$ cat src/hdl/wing_flap_controller_unit_macros.svh
// ---------------------------------------------------------------------------
// Wing flap controller assertion macros
// Shared concurrent assertion forms, clocked on clk_i, off during reset.
// ---------------------------------------------------------------------------
`ifndef WING_FLAP_CONTROLLER_UNIT_MACROS_SVH
`define WING_FLAP_CONTROLLER_UNIT_MACROS_SVH

// Same-cycle implication.
`define WFC_ASSERT_IMP(lbl, ante, cons) \
  lbl: assert property (@(posedge clk_i) disable iff (!rst_ni) (ante) |-> (cons)) \
    else $error("wfc: same-cycle check failed");

// Next-cycle implication.
`define WFC_ASSERT_NXT(lbl, ante, cons) \
  lbl: assert property (@(posedge clk_i) disable iff (!rst_ni) (ante) |=> (cons)) \
    else $error("wfc: next-cycle check failed");

`endif

$ cat src/hdl/wfc_pkg.sv
// ---------------------------------------------------------------------------
// Wing flap controller package
// Types, codes and constants shared by the controller, datapath and top.
// ---------------------------------------------------------------------------
package wfc_pkg;

  localparam int unsigned NUM_W   = 18;  // 1000 * 255 fits in 18 bits
  localparam int unsigned SPEED_W = 8;
  localparam int unsigned PWM_W   = 12;
  localparam int unsigned NOW_W   = 32;

  localparam logic [NUM_W-1:0] FLAP_SCALE = 18'd1000;
  localparam logic [7:0]       CNT_FULL   = 8'd255;

  // Register indexes
  localparam logic [2:0] REG_MAX_FREQ  = 3'd0;
  localparam logic [2:0] REG_PWM_TOP   = 3'd1;
  localparam logic [2:0] REG_PWM_BOT   = 3'd2;
  localparam logic [2:0] REG_PWM_MID   = 3'd3;
  localparam logic [2:0] REG_LANDING   = 3'd4;
  localparam logic [2:0] REG_TMO_LIMIT = 3'd5;
  localparam logic [2:0] REG_REL_GAP   = 3'd6;

  // Register reset values
  localparam logic [7:0]       RST_MAX_FREQ  = 8'd10;
  localparam logic [PWM_W-1:0] RST_PWM_TOP   = 12'd2152;
  localparam logic [PWM_W-1:0] RST_PWM_BOT   = 12'd1737;
  localparam logic [PWM_W-1:0] RST_PWM_MID   = 12'd1875;
  localparam logic [7:0]       RST_TMO_LIMIT = 8'd255;
  localparam logic [15:0]      RST_REL_GAP   = 16'd1000;

  typedef enum logic [1:0] {
    POSE_TOP    = 2'd0,
    POSE_MIDDLE = 2'd1,
    POSE_BOTTOM = 2'd2
  } pose_e;

  typedef enum logic [1:0] {
    RADIO_NONE      = 2'd0,
    RADIO_POLL_LOST = 2'd1,
    RADIO_COMMAND   = 2'd2
  } radio_e;

  typedef struct packed {
    logic [7:0]       max_frequency;
    logic [PWM_W-1:0] pwm_top;
    logic [PWM_W-1:0] pwm_bottom;
    logic [PWM_W-1:0] pwm_middle;
    logic             landing_enable;
    logic [7:0]       timeout_limit;
    logic [15:0]      release_gap_ms;
  } cfg_t;

  typedef struct packed {
    logic load;       // capture the input request
    logic sw_upd;     // apply the run switch sample
    logic div_start;  // launch the toggle period division
    logic wing_upd;   // update wings and radio state
    logic push;       // copy the result into the output register
  } cmd_t;

  typedef struct packed {
    logic div_done;
  } stat_t;

endpackage

$ cat src/hdl/wfc_div.sv
// ---------------------------------------------------------------------------
// Wing flap serial divider
// Restoring divider, one quotient bit per cycle, done pulse at the end.
// ---------------------------------------------------------------------------
module wfc_div (
  input  logic                        clk_i,
  input  logic                        rst_ni,
  input  logic                        start_i,
  input  logic [wfc_pkg::NUM_W-1:0]   num_i,
  input  logic [wfc_pkg::SPEED_W-1:0] den_i,
  output logic [wfc_pkg::NUM_W-1:0]   quo_o,
  output logic                        done_o
);

  localparam int unsigned CNT_W = $clog2(wfc_pkg::NUM_W);
  localparam logic [CNT_W-1:0] LAST = CNT_W'(wfc_pkg::NUM_W - 1);

  logic                        busy_q, busy_d;
  logic                        done_q, done_d;
  logic [CNT_W-1:0]            cnt_q, cnt_d;
  logic [wfc_pkg::SPEED_W-1:0] rem_q, rem_d;
  logic [wfc_pkg::NUM_W-1:0]   quo_q, quo_d;
  logic [wfc_pkg::SPEED_W-1:0] den_q, den_d;
  logic [wfc_pkg::SPEED_W:0]   trial;
  logic                        fits;

  assign trial = {rem_q, quo_q[wfc_pkg::NUM_W-1]};
  assign fits  = trial >= {1'b0, den_q};

  always_comb begin
    busy_d = busy_q;
    done_d = 1'b0;
    cnt_d  = cnt_q;
    rem_d  = rem_q;
    quo_d  = quo_q;
    den_d  = den_q;
    if (start_i) begin
      busy_d = 1'b1;
      cnt_d  = '0;
      rem_d  = '0;
      quo_d  = num_i;
      den_d  = den_i;
    end else if (busy_q) begin
      rem_d = fits ? wfc_pkg::SPEED_W'(trial - {1'b0, den_q})
                   : trial[wfc_pkg::SPEED_W-1:0];
      quo_d = {quo_q[wfc_pkg::NUM_W-2:0], fits};
      cnt_d = cnt_q + 1'b1;
      if (cnt_q == LAST) begin
        busy_d = 1'b0;
        done_d = 1'b1;
      end
    end
  end

  always_ff @(posedge clk_i or negedge rst_ni) begin
    if (!rst_ni) begin
      busy_q <= 1'b0;
      done_q <= 1'b0;
      cnt_q  <= '0;
    end else begin
      busy_q <= busy_d;
      done_q <= done_d;
      cnt_q  <= cnt_d;
    end
  end

  always_ff @(posedge clk_i) begin
    rem_q <= rem_d;
    quo_q <= quo_d;
    den_q <= den_d;
  end

  assign quo_o  = quo_q;
  assign done_o = done_q;

endmodule

$ cat src/hdl/wfc_datapath.sv
// ---------------------------------------------------------------------------
// Wing flap datapath
// Loop state, switch and wing updates, radio count and the result register.
// ---------------------------------------------------------------------------
module wfc_datapath #(
  parameter int unsigned TIME_BITS = 32
) (
  input  logic                        clk_i,
  input  logic                        rst_ni,
  input  wfc_pkg::cfg_t               cfg_i,
  input  wfc_pkg::cmd_t               cmd_i,
  output wfc_pkg::stat_t              stat_o,
  input  logic [wfc_pkg::NOW_W-1:0]   now_ms_i,
  input  logic                        switch_pressed_i,
  input  logic [wfc_pkg::SPEED_W-1:0] speed_i,
  input  logic [1:0]                  radio_event_i,
  input  logic                        run_toggle_i,
  output logic [wfc_pkg::PWM_W-1:0]   wing_a_pwm_o,
  output logic [wfc_pkg::PWM_W-1:0]   wing_b_pwm_o,
  output logic                        running_now_o,
  output logic [1:0]                  wing_position_o
);

  // Captured request
  logic [TIME_BITS-1:0]        now_q;
  logic                        pressed_q;
  logic [wfc_pkg::SPEED_W-1:0] speed_q;
  wfc_pkg::radio_e             radio_q;
  logic                        toggle_q;

  // Loop state
  logic                      running_q, running_d;
  wfc_pkg::pose_e            pose_q, pose_d;
  logic [TIME_BITS-1:0]      last_toggle_q, last_toggle_d;
  logic [TIME_BITS-1:0]      last_press_q, last_press_d;
  logic [7:0]                tmo_cnt_q, tmo_cnt_d;
  logic [wfc_pkg::PWM_W-1:0] pwm_a_q, pwm_a_d;
  logic [wfc_pkg::PWM_W-1:0] pwm_b_q, pwm_b_d;

  // Result register
  logic [wfc_pkg::PWM_W-1:0] out_a_q, out_b_q;
  logic                      out_run_q;
  logic [1:0]                out_pose_q;

  logic [wfc_pkg::NUM_W-1:0] div_num;
  logic [wfc_pkg::NUM_W-1:0] div_quo;
  logic [wfc_pkg::NUM_W-1:0] flap_gap;
  logic [TIME_BITS-1:0]      press_limit;
  logic [TIME_BITS-1:0]      flip_due;
  logic                      landed;
  wfc_pkg::pose_e            flip_pose;

  assign div_num = wfc_pkg::NUM_W'(cfg_i.max_frequency) * wfc_pkg::FLAP_SCALE;

  wfc_div u_div (
    .clk_i   (clk_i),
    .rst_ni  (rst_ni),
    .start_i (cmd_i.div_start),
    .num_i   (div_num),
    .den_i   (speed_q),
    .quo_o   (div_quo),
    .done_o  (stat_o.div_done)
  );

  // Halve the quotient: floor(floor(a/b)/2) == floor(a/(2b))
  assign flap_gap    = div_quo >> 1;
  assign press_limit = last_press_q + TIME_BITS'(cfg_i.release_gap_ms);
  assign flip_due    = last_toggle_q + TIME_BITS'(flap_gap);
  assign landed      = !running_q ||
                       (cfg_i.landing_enable && (tmo_cnt_q > cfg_i.timeout_limit));
  assign flip_pose   = (pose_q == wfc_pkg::POSE_TOP) ? wfc_pkg::POSE_BOTTOM
                                                      : wfc_pkg::POSE_TOP;

  always_comb begin
    running_d     = running_q;
    pose_d        = pose_q;
    last_toggle_d = last_toggle_q;
    last_press_d  = last_press_q;
    tmo_cnt_d     = tmo_cnt_q;
    pwm_a_d       = pwm_a_q;
    pwm_b_d       = pwm_b_q;

    if (cmd_i.sw_upd && pressed_q) begin
      if (now_q > press_limit) begin
        running_d = !running_q;
      end
      last_press_d = now_q;
    end

    if (cmd_i.wing_upd) begin
      if (landed) begin
        pose_d  = wfc_pkg::POSE_MIDDLE;
        pwm_a_d = cfg_i.pwm_middle;
        pwm_b_d = cfg_i.pwm_middle;
      end else if (speed_q == '0) begin
        pose_d  = wfc_pkg::POSE_TOP;
        pwm_a_d = cfg_i.pwm_top;
        pwm_b_d = cfg_i.pwm_bottom;
      end else if (now_q >= flip_due) begin
        pose_d        = flip_pose;
        last_toggle_d = now_q;
        if (flip_pose == wfc_pkg::POSE_BOTTOM) begin
          pwm_a_d = cfg_i.pwm_bottom;
          pwm_b_d = cfg_i.pwm_top;
        end else begin
          pwm_a_d = cfg_i.pwm_top;
          pwm_b_d = cfg_i.pwm_bottom;
        end
      end

      case (radio_q)
        wfc_pkg::RADIO_POLL_LOST: begin
          if (cfg_i.landing_enable && (tmo_cnt_q != wfc_pkg::CNT_FULL)) begin
            tmo_cnt_d = tmo_cnt_q + 8'd1;
          end
        end
        wfc_pkg::RADIO_COMMAND: begin
          tmo_cnt_d = '0;
          if (toggle_q) begin
            running_d = !running_q;
          end
        end
        default: begin
        end
      endcase
    end
  end

  always_ff @(posedge clk_i or negedge rst_ni) begin
    if (!rst_ni) begin
      running_q     <= 1'b0;
      pose_q        <= wfc_pkg::POSE_MIDDLE;
      last_toggle_q <= '0;
      last_press_q  <= '0;
      tmo_cnt_q     <= '0;
      pwm_a_q       <= wfc_pkg::RST_PWM_MID;
      pwm_b_q       <= wfc_pkg::RST_PWM_MID;
    end else begin
      running_q     <= running_d;
      pose_q        <= pose_d;
      last_toggle_q <= last_toggle_d;
      last_press_q  <= last_press_d;
      tmo_cnt_q     <= tmo_cnt_d;
      pwm_a_q       <= pwm_a_d;
      pwm_b_q       <= pwm_b_d;
    end
  end

  always_ff @(posedge clk_i) begin
    if (cmd_i.load) begin
      now_q     <= TIME_BITS'(now_ms_i);
      pressed_q <= switch_pressed_i;
      speed_q   <= speed_i;
      radio_q   <= wfc_pkg::radio_e'(radio_event_i);
      toggle_q  <= run_toggle_i;
    end
    if (cmd_i.push) begin
      out_a_q    <= pwm_a_q;
      out_b_q    <= pwm_b_q;
      out_run_q  <= running_q;
      out_pose_q <= pose_q;
    end
  end

  assign wing_a_pwm_o    = out_a_q;
  assign wing_b_pwm_o    = out_b_q;
  assign running_now_o   = out_run_q;
  assign wing_position_o = out_pose_q;

endmodule

$ cat src/hdl/wfc_ctrl.sv
// ---------------------------------------------------------------------------
// Wing flap controller sequencer
// Steps one request through switch, divide and wing phases; owns out valid.
// ---------------------------------------------------------------------------
`include "wing_flap_controller_unit_macros.svh"

module wfc_ctrl (
  input  logic           clk_i,
  input  logic           rst_ni,
  input  logic           in_valid_i,
  output logic           in_ready_o,
  output logic           out_valid_o,
  input  logic           out_ready_i,
  output wfc_pkg::cmd_t  cmd_o,
  input  wfc_pkg::stat_t stat_i
);

  typedef enum logic [4:0] {
    ST_IDLE   = 5'b00001,
    ST_SWITCH = 5'b00010,
    ST_DIVIDE = 5'b00100,
    ST_WINGS  = 5'b01000,
    ST_PUSH   = 5'b10000
  } state_e;

  state_e state_q, state_d;
  logic   out_valid_q, out_valid_d;
  logic   slot_free;
  logic   in_accept;

  assign slot_free = !out_valid_q || out_ready_i;
  assign in_accept = in_valid_i && (state_q == ST_IDLE);

  always_comb begin
    state_d = state_q;
    cmd_o   = '0;
    unique case (state_q)
      ST_IDLE: begin
        if (in_valid_i) begin
          cmd_o.load = 1'b1;
          state_d    = ST_SWITCH;
        end
      end
      ST_SWITCH: begin
        cmd_o.sw_upd    = 1'b1;
        cmd_o.div_start = 1'b1;
        state_d         = ST_DIVIDE;
      end
      ST_DIVIDE: begin
        if (stat_i.div_done) begin
          state_d = ST_WINGS;
        end
      end
      ST_WINGS: begin
        cmd_o.wing_upd = 1'b1;
        state_d        = ST_PUSH;
      end
      ST_PUSH: begin
        if (slot_free) begin
          cmd_o.push = 1'b1;
          state_d    = ST_IDLE;
        end
      end
      default: begin
        state_d = ST_IDLE;
      end
    endcase
  end

  always_comb begin
    out_valid_d = out_valid_q;
    if (cmd_o.push) begin
      out_valid_d = 1'b1;
    end else if (out_ready_i) begin
      out_valid_d = 1'b0;
    end
  end

  always_ff @(posedge clk_i or negedge rst_ni) begin
    if (!rst_ni) begin
      state_q     <= ST_IDLE;
      out_valid_q <= 1'b0;
    end else begin
      state_q     <= state_d;
      out_valid_q <= out_valid_d;
    end
  end

  assign in_ready_o  = (state_q == ST_IDLE);
  assign out_valid_o = out_valid_q;

  `WFC_ASSERT_IMP(a_push_into_free_slot, cmd_o.push, !out_valid_q || out_ready_i)
  `WFC_ASSERT_NXT(a_accept_starts_switch, in_accept, state_q == ST_SWITCH)
  `WFC_ASSERT_NXT(a_divide_waits_done, (state_q == ST_DIVIDE) && !stat_i.div_done, state_q == ST_DIVIDE)
  `WFC_ASSERT_NXT(a_push_sets_valid, cmd_o.push, out_valid_q)

endmodule

$ cat src/hdl/wing_flap_controller_unit.sv
// ---------------------------------------------------------------------------
// Wing flap controller unit
// One request is one control loop pass: run switch, wing servo pose, radio.
// ---------------------------------------------------------------------------
//
//   Channel   Direction  Handshake                 Content
//   s_axis    in         tvalid/tready             time, switch, speed, radio
//   m_axis    out        tvalid/tready             wing compares, running, pose
//   apb       in         psel/penable, pready=1    seven config registers
//
// The result reaches the output register through these phases in order:
// switch update, 18 steps of the serial toggle period divider and its done
// pulse, wing and radio update, result push.
// A new request is taken once the previous one has been pushed; the output
// register holds the result while m_axis_tready is low, and the push waits
// only when that register is still full.
// Reset is asynchronous, active low; there is no clearing pass.
// ---------------------------------------------------------------------------
module wing_flap_controller_unit #(
  parameter int unsigned TIME_BITS = 32
) (
  input  logic        clk_i,
  input  logic        rst_ni,

  // Input requests
  input  logic        s_axis_tvalid,
  output logic        s_axis_tready,
  // [31:0] now_ms, [32] switch_pressed, [40:33] speed,
  // [42:41] radio_event, [43] run_toggle, [47:44] zero
  input  logic [47:0] s_axis_tdata,

  // Results
  output logic        m_axis_tvalid,
  input  logic        m_axis_tready,
  // [11:0] wing_a_pwm, [23:12] wing_b_pwm, [24] running_now,
  // [26:25] wing_position, [31:27] zero
  output logic [31:0] m_axis_tdata,

  // Configuration
  input  logic        psel,
  input  logic        penable,
  input  logic        pwrite,
  input  logic [4:0]  paddr,
  input  logic [31:0] pwdata,
  output logic [31:0] prdata,
  output logic        pready
);

  wfc_pkg::cfg_t  cfg_q, cfg_d;
  wfc_pkg::cmd_t  cmd;
  wfc_pkg::stat_t stat;

  logic [2:0] reg_idx;
  logic       cfg_wr;

  logic [wfc_pkg::PWM_W-1:0] wing_a_pwm;
  logic [wfc_pkg::PWM_W-1:0] wing_b_pwm;
  logic                      running_now;
  logic [1:0]                wing_position;

  // Register file: word index from the byte address, writes on the access phase.
  assign reg_idx = paddr[4:2];
  assign cfg_wr  = psel && penable && pwrite;
  assign pready  = 1'b1;

  always_comb begin
    cfg_d = cfg_q;
    if (cfg_wr) begin
      unique case (reg_idx)
        wfc_pkg::REG_MAX_FREQ:  cfg_d.max_frequency  = pwdata[7:0];
        wfc_pkg::REG_PWM_TOP:   cfg_d.pwm_top        = pwdata[11:0];
        wfc_pkg::REG_PWM_BOT:   cfg_d.pwm_bottom     = pwdata[11:0];
        wfc_pkg::REG_PWM_MID:   cfg_d.pwm_middle     = pwdata[11:0];
        wfc_pkg::REG_LANDING:   cfg_d.landing_enable = pwdata[0];
        wfc_pkg::REG_TMO_LIMIT: cfg_d.timeout_limit  = pwdata[7:0];
        wfc_pkg::REG_REL_GAP:   cfg_d.release_gap_ms = pwdata[15:0];
        default: begin
          // drop writes past the register list
        end
      endcase
    end
  end

  always_comb begin
    prdata = '0;
    unique case (reg_idx)
      wfc_pkg::REG_MAX_FREQ:  prdata = 32'(cfg_q.max_frequency);
      wfc_pkg::REG_PWM_TOP:   prdata = 32'(cfg_q.pwm_top);
      wfc_pkg::REG_PWM_BOT:   prdata = 32'(cfg_q.pwm_bottom);
      wfc_pkg::REG_PWM_MID:   prdata = 32'(cfg_q.pwm_middle);
      wfc_pkg::REG_LANDING:   prdata = 32'(cfg_q.landing_enable);
      wfc_pkg::REG_TMO_LIMIT: prdata = 32'(cfg_q.timeout_limit);
      wfc_pkg::REG_REL_GAP:   prdata = 32'(cfg_q.release_gap_ms);
      default:                prdata = '0;
    endcase
  end

  always_ff @(posedge clk_i or negedge rst_ni) begin
    if (!rst_ni) begin
      cfg_q.max_frequency  <= wfc_pkg::RST_MAX_FREQ;
      cfg_q.pwm_top        <= wfc_pkg::RST_PWM_TOP;
      cfg_q.pwm_bottom     <= wfc_pkg::RST_PWM_BOT;
      cfg_q.pwm_middle     <= wfc_pkg::RST_PWM_MID;
      cfg_q.landing_enable <= 1'b0;
      cfg_q.timeout_limit  <= wfc_pkg::RST_TMO_LIMIT;
      cfg_q.release_gap_ms <= wfc_pkg::RST_REL_GAP;
    end else begin
      cfg_q <= cfg_d;
    end
  end

  // Sequencer: walks each request through its phases and owns result valid.
  wfc_ctrl u_ctrl (
    .clk_i       (clk_i),
    .rst_ni      (rst_ni),
    .in_valid_i  (s_axis_tvalid),
    .in_ready_o  (s_axis_tready),
    .out_valid_o (m_axis_tvalid),
    .out_ready_i (m_axis_tready),
    .cmd_o       (cmd),
    .stat_i      (stat)
  );

  // Datapath: loop state, divider and the output register.
  wfc_datapath #(
    .TIME_BITS (TIME_BITS)
  ) u_datapath (
    .clk_i            (clk_i),
    .rst_ni           (rst_ni),
    .cfg_i            (cfg_q),
    .cmd_i            (cmd),
    .stat_o           (stat),
    .now_ms_i         (s_axis_tdata[31:0]),
    .switch_pressed_i (s_axis_tdata[32]),
    .speed_i          (s_axis_tdata[40:33]),
    .radio_event_i    (s_axis_tdata[42:41]),
    .run_toggle_i     (s_axis_tdata[43]),
    .wing_a_pwm_o     (wing_a_pwm),
    .wing_b_pwm_o     (wing_b_pwm),
    .running_now_o    (running_now),
    .wing_position_o  (wing_position)
  );

  assign m_axis_tdata = {5'd0, wing_position, running_now, wing_b_pwm, wing_a_pwm};

endmodule
$ cat config.mk
export PLATFORM = sky130hd
export DESIGN_NAME = wing_flap_controller_unit
export DESIGN_NICKNAME = d
export VERILOG_FILES = /design/src/hdl/wfc_pkg.sv /design/src/hdl/wfc_div.sv /design/src/hdl/wfc_datapath.sv /design/src/hdl/wfc_ctrl.sv /design/src/hdl/wing_flap_controller_unit.sv
export VERILOG_INCLUDE_DIRS = /design/src /design/src/hdl
export SDC_FILE = /design/constraint.sdc
export NUM_CORES = 1
export LEC_CHECK = 0
export BUFFER_PORTS_ARGS = -buffer_cell sky130_fd_sc_hd__buf_2
export CAP_MARGIN = 5
export CORE_AREA = 5 5 191 193
export CTS_CLUSTER_SIZE = 20
export DETAILED_ROUTE_END_ITERATION = 12
export DIE_AREA = 0 0 196 198
export PLACE_DENSITY = 0.66
export SKIP_LAST_GASP = 1
export SLEW_MARGIN = 30
export SYNTH_ARGS = -nofsm -noshare
export SYNTH_HDL_FRONTEND = slang
export SYNTH_SLANG_ARGS = --single-unit
export TNS_END_PERCENT = 50
$ cat constraint.sdc
create_clock -name clk_i -period 12 [get_ports clk_i]
set_input_delay 0.6 -clock clk_i [delete_from_list [all_inputs] [get_ports clk_i]]
set_output_delay 0.6 -clock clk_i [all_outputs]
set_load 0.03 [all_outputs]
==> run summary <==
status = complete, no violations
Final Max Slew Viols = 0
normalized max-slew margin = 43.0%
GRT Util Overall = 19.7%
CTS max path bufs = 3
post-synth top area share = 19.3%
overall power = 0.00440 W
Hold Slack = 0.182 ns
number of post-CTS setup repair buffers = 0
Clock Sinks = 286
drt initial violations = 584
H-tree levels = 1
cell with the most instances after synthesis = ha_1
initial antenna violation count = 0
Nets = 1,862
Mapped Cells = 1,477
HPWL after DPL = 28.4 mm
largest net degree at the start of global routing = 85
die height = 198 um
post-synth top area cell = dfrtp_1
maxcap violations = 0
f_max = 178 MHz
RSZ-0062 raised after global routing = false
Cell Pwr Density = 229 nW/um2
first-pass GRT wire length = 62.5 mm
worst slew pin tran = 0.853 ns
Final min period = 5.62 ns
Clk Latency, worst-skew pair = 0.59 ns
Critical Path RT = 12.47 ns
DR vias = 11,743
Clock Skew = 0.0108 ns
Final setup viols = 0
final worst path period share = 46.8%
I/O pins = 159
GPL Wtd Cong = 0.836
peak supply drop = 0.158 mV
routed vias/inst = 5.67
setup TNS = 0 ns
Crit Path Category = register to register
final WL = 38.8 mm
# DRC = 0
worst min path class = input pin to register
ratio of cells with drive above 1 in the final layout = 25.4%
DIE AREA = 38,800 um2
Worst setup SP type = register
Hold Vio Cnt, Final = 0
Antenna diodes = 0
Netlist cell types = 76
core area = 34,400 um2
DRT Pass-1 Iters = 6
number of global-route vias before repair = 11,801
Crit Path Max Fanout = 17
Post-synth ARST share = 63.3%
WP data arrival = 6.09 ns
port bufs = 114
Main synth FF type = dfrtp_1
Detail Route Antenna Nets = 0
total gr overflow = 0
Mapped Area = 17,100 um2
synth warn = 0
Die Wd = 196 um
synth top area cells = dfrtp_1, edfxtp_1, ha_1
Area Overhead vs Synth = 12.3%
Num CTS Buffers = 31
CTS tree = built
CP endpoint kind = register
Root Buffer Master = clkbuf_16
#FFs+latches synth = 286
Initial Utilization = 49.7%
register area share after synthesis = 44.7%
Lkg Pwr = 8.83 nW
Synth top cells by count = ha_1, mux2_2, dfrtp_1, edfxtp_1, a21oi_1
Worst-path clk slew = 0.07 ns
Post-Syn Area per Cell = 11.6 um2
post-DR wirelength/cell = 18.7 um
std cell rows = 68
Post-synth EDFFs = 94
-- cells in the final DEF, fill, tap and decap left out, types with 11 or more instances in the layout --
cell type    n
a211oi_1    13
a22oi_1     11
nand4_1     26
ha_1       153
dfrtp_1    132
nand2b_1    13
xor2_1      46
edfxtp_1    94
nor3_1      13
nor2b_1     13
nor2_1      67
fa_1        25
inv_1       57
buf_2      113
nand3_1     51
buf_4       14
a21o_1      30
xnor2_1     31
dfxtp_1     11
and3_1      25
a31oi_1     28
dfstp_2     49
a21oi_1     79
o21a_1      11
mux2i_1     33
nand2_1     69
clkbuf_16   31
o21ai_0     62
mux2_2     149
conb_1      22
-- path summary, 6_finish.rpt --
check | depth (start not counted) | slack (ns) | end | startpoint
setup / recovery | 18 | 6.38 | u_datapath.last_toggle_q[2] | u_datapath.u_div.quo_o[1]
hold / removal | 1 | 0.18 | u_datapath.now_q[7] | s_axis_tdata[7]
setup reg to reg | 18 | 6.38 | u_datapath.last_toggle_q[2] | u_datapath.u_div.quo_o[1]
hold reg to reg | 0 | 0.45 | u_datapath.wing_a_pwm_o[7] | u_datapath.pwm_a_q[7]
max in group asynchronous | 4 | 9.99 | cfg_q[24] | rst_ni
min in group asynchronous | 2 | 0.52 | u_ctrl.state_q[4] | rst_ni
-- sequential cells by signal, indices dropped and copies added (netlist names), 2 cells and up --
name	cells
u_datapath.speed_q	8
cfg_q	69
u_ctrl.state_q	5
u_datapath.last_toggle_q	32
u_datapath.wing_b_pwm_o	12
u_datapath.u_div.quo_o	18
u_datapath.wing_a_pwm_o	12
u_datapath.wing_position_o	2
u_datapath.now_q	32
u_datapath.u_div.den_q	8
u_datapath.u_div.cnt_q	5
u_datapath.tmo_cnt_q	8
u_datapath.radio_q	2
u_datapath.last_press_q	32
u_datapath.pwm_a_q	12
u_datapath.pwm_b_q	12
u_datapath.u_div.rem_q	8
u_datapath.pose_q	2
-- timing repair --
item,CTS,global route
gates resized for setup,0,0
hold endpoints to repair,38,0
setup endpoints to repair,0,0
hold buffers,1,0
-- through the flow --
stage / cell area, um2 / cells / setup WS [ns] / utilization (%)
floorplan: 17100 / 1497 / 7.67 / -
global placement: 18000 / 2011 / 6.05 / 52.5
detailed placement: 18100 / 2012 / 5.94 / 52.6
CTS: 19200 / 2071 / 5.93 / 55.7
global route: 19200 / 2072 / 6.04 / 55.8
finish: 19200 / 2072 / 6.38 / 55.8
-- layout make-up --
class | count | area, um2
Clock buffer | 42 | 867
Clock inverter | 16 | 195
Fill cell | 2929 | 15200
Inverter | 58 | 218
Multi-Input combinational cell | 1083 | 8940
Sequential cell | 286 | 7630
Tap cell | 455 | 569
Timing Repair Buffer | 132 | 742
-- power by group --
group	internal, W	switching, W
clock network	0.000577	0.000415
registers	0.00128	0.000215
logic	0.000865	0.00104
-- worst max-delay path, stage by stage (launching register included) --
cell      delay, ns
dfxtp_1        0.45
ha_1           0.23
inv_1          0.06
fa_1           0.41
nand3b_1       0.21
a211o_1        0.32
a211oi_1       0.32
or3b_2         0.23
and3_1         0.33
nand3_1        0.14
xor2_1         0.16
ha_1           0.29
nand4_1        0.14
nor4_2         0.53
a21oi_1        0.17
nor2b_1        0.18
a211oi_4       0.55
buf_4          0.38
mux2_2         0.37
-- cells by family after synthesis --
logic type,after synthesis,synth area share (%)
other,2,0.0440
xor gates and xnor gates,77,3.95
adders and majority gates,178,14.1
buffers and inverters,128,3.45
and+or+nand+nor,323,9.73
DFF,286,44.7
AOI/OAI and AO/OA,287,10.8
muxes,196,13.1
-- routing by layer --
metal / GRT usage (%) / wire (um) / up-vias
met4: 5.22 / 933 / 0
met3: 2.93 / 1770 / 63
met2: 32.6 / 18500 / 248
li1: - / - / 5638
met5: 0 / 0 / -
met1: 27.4 / 17700 / 5794
(Power assumes the default switching activity.)
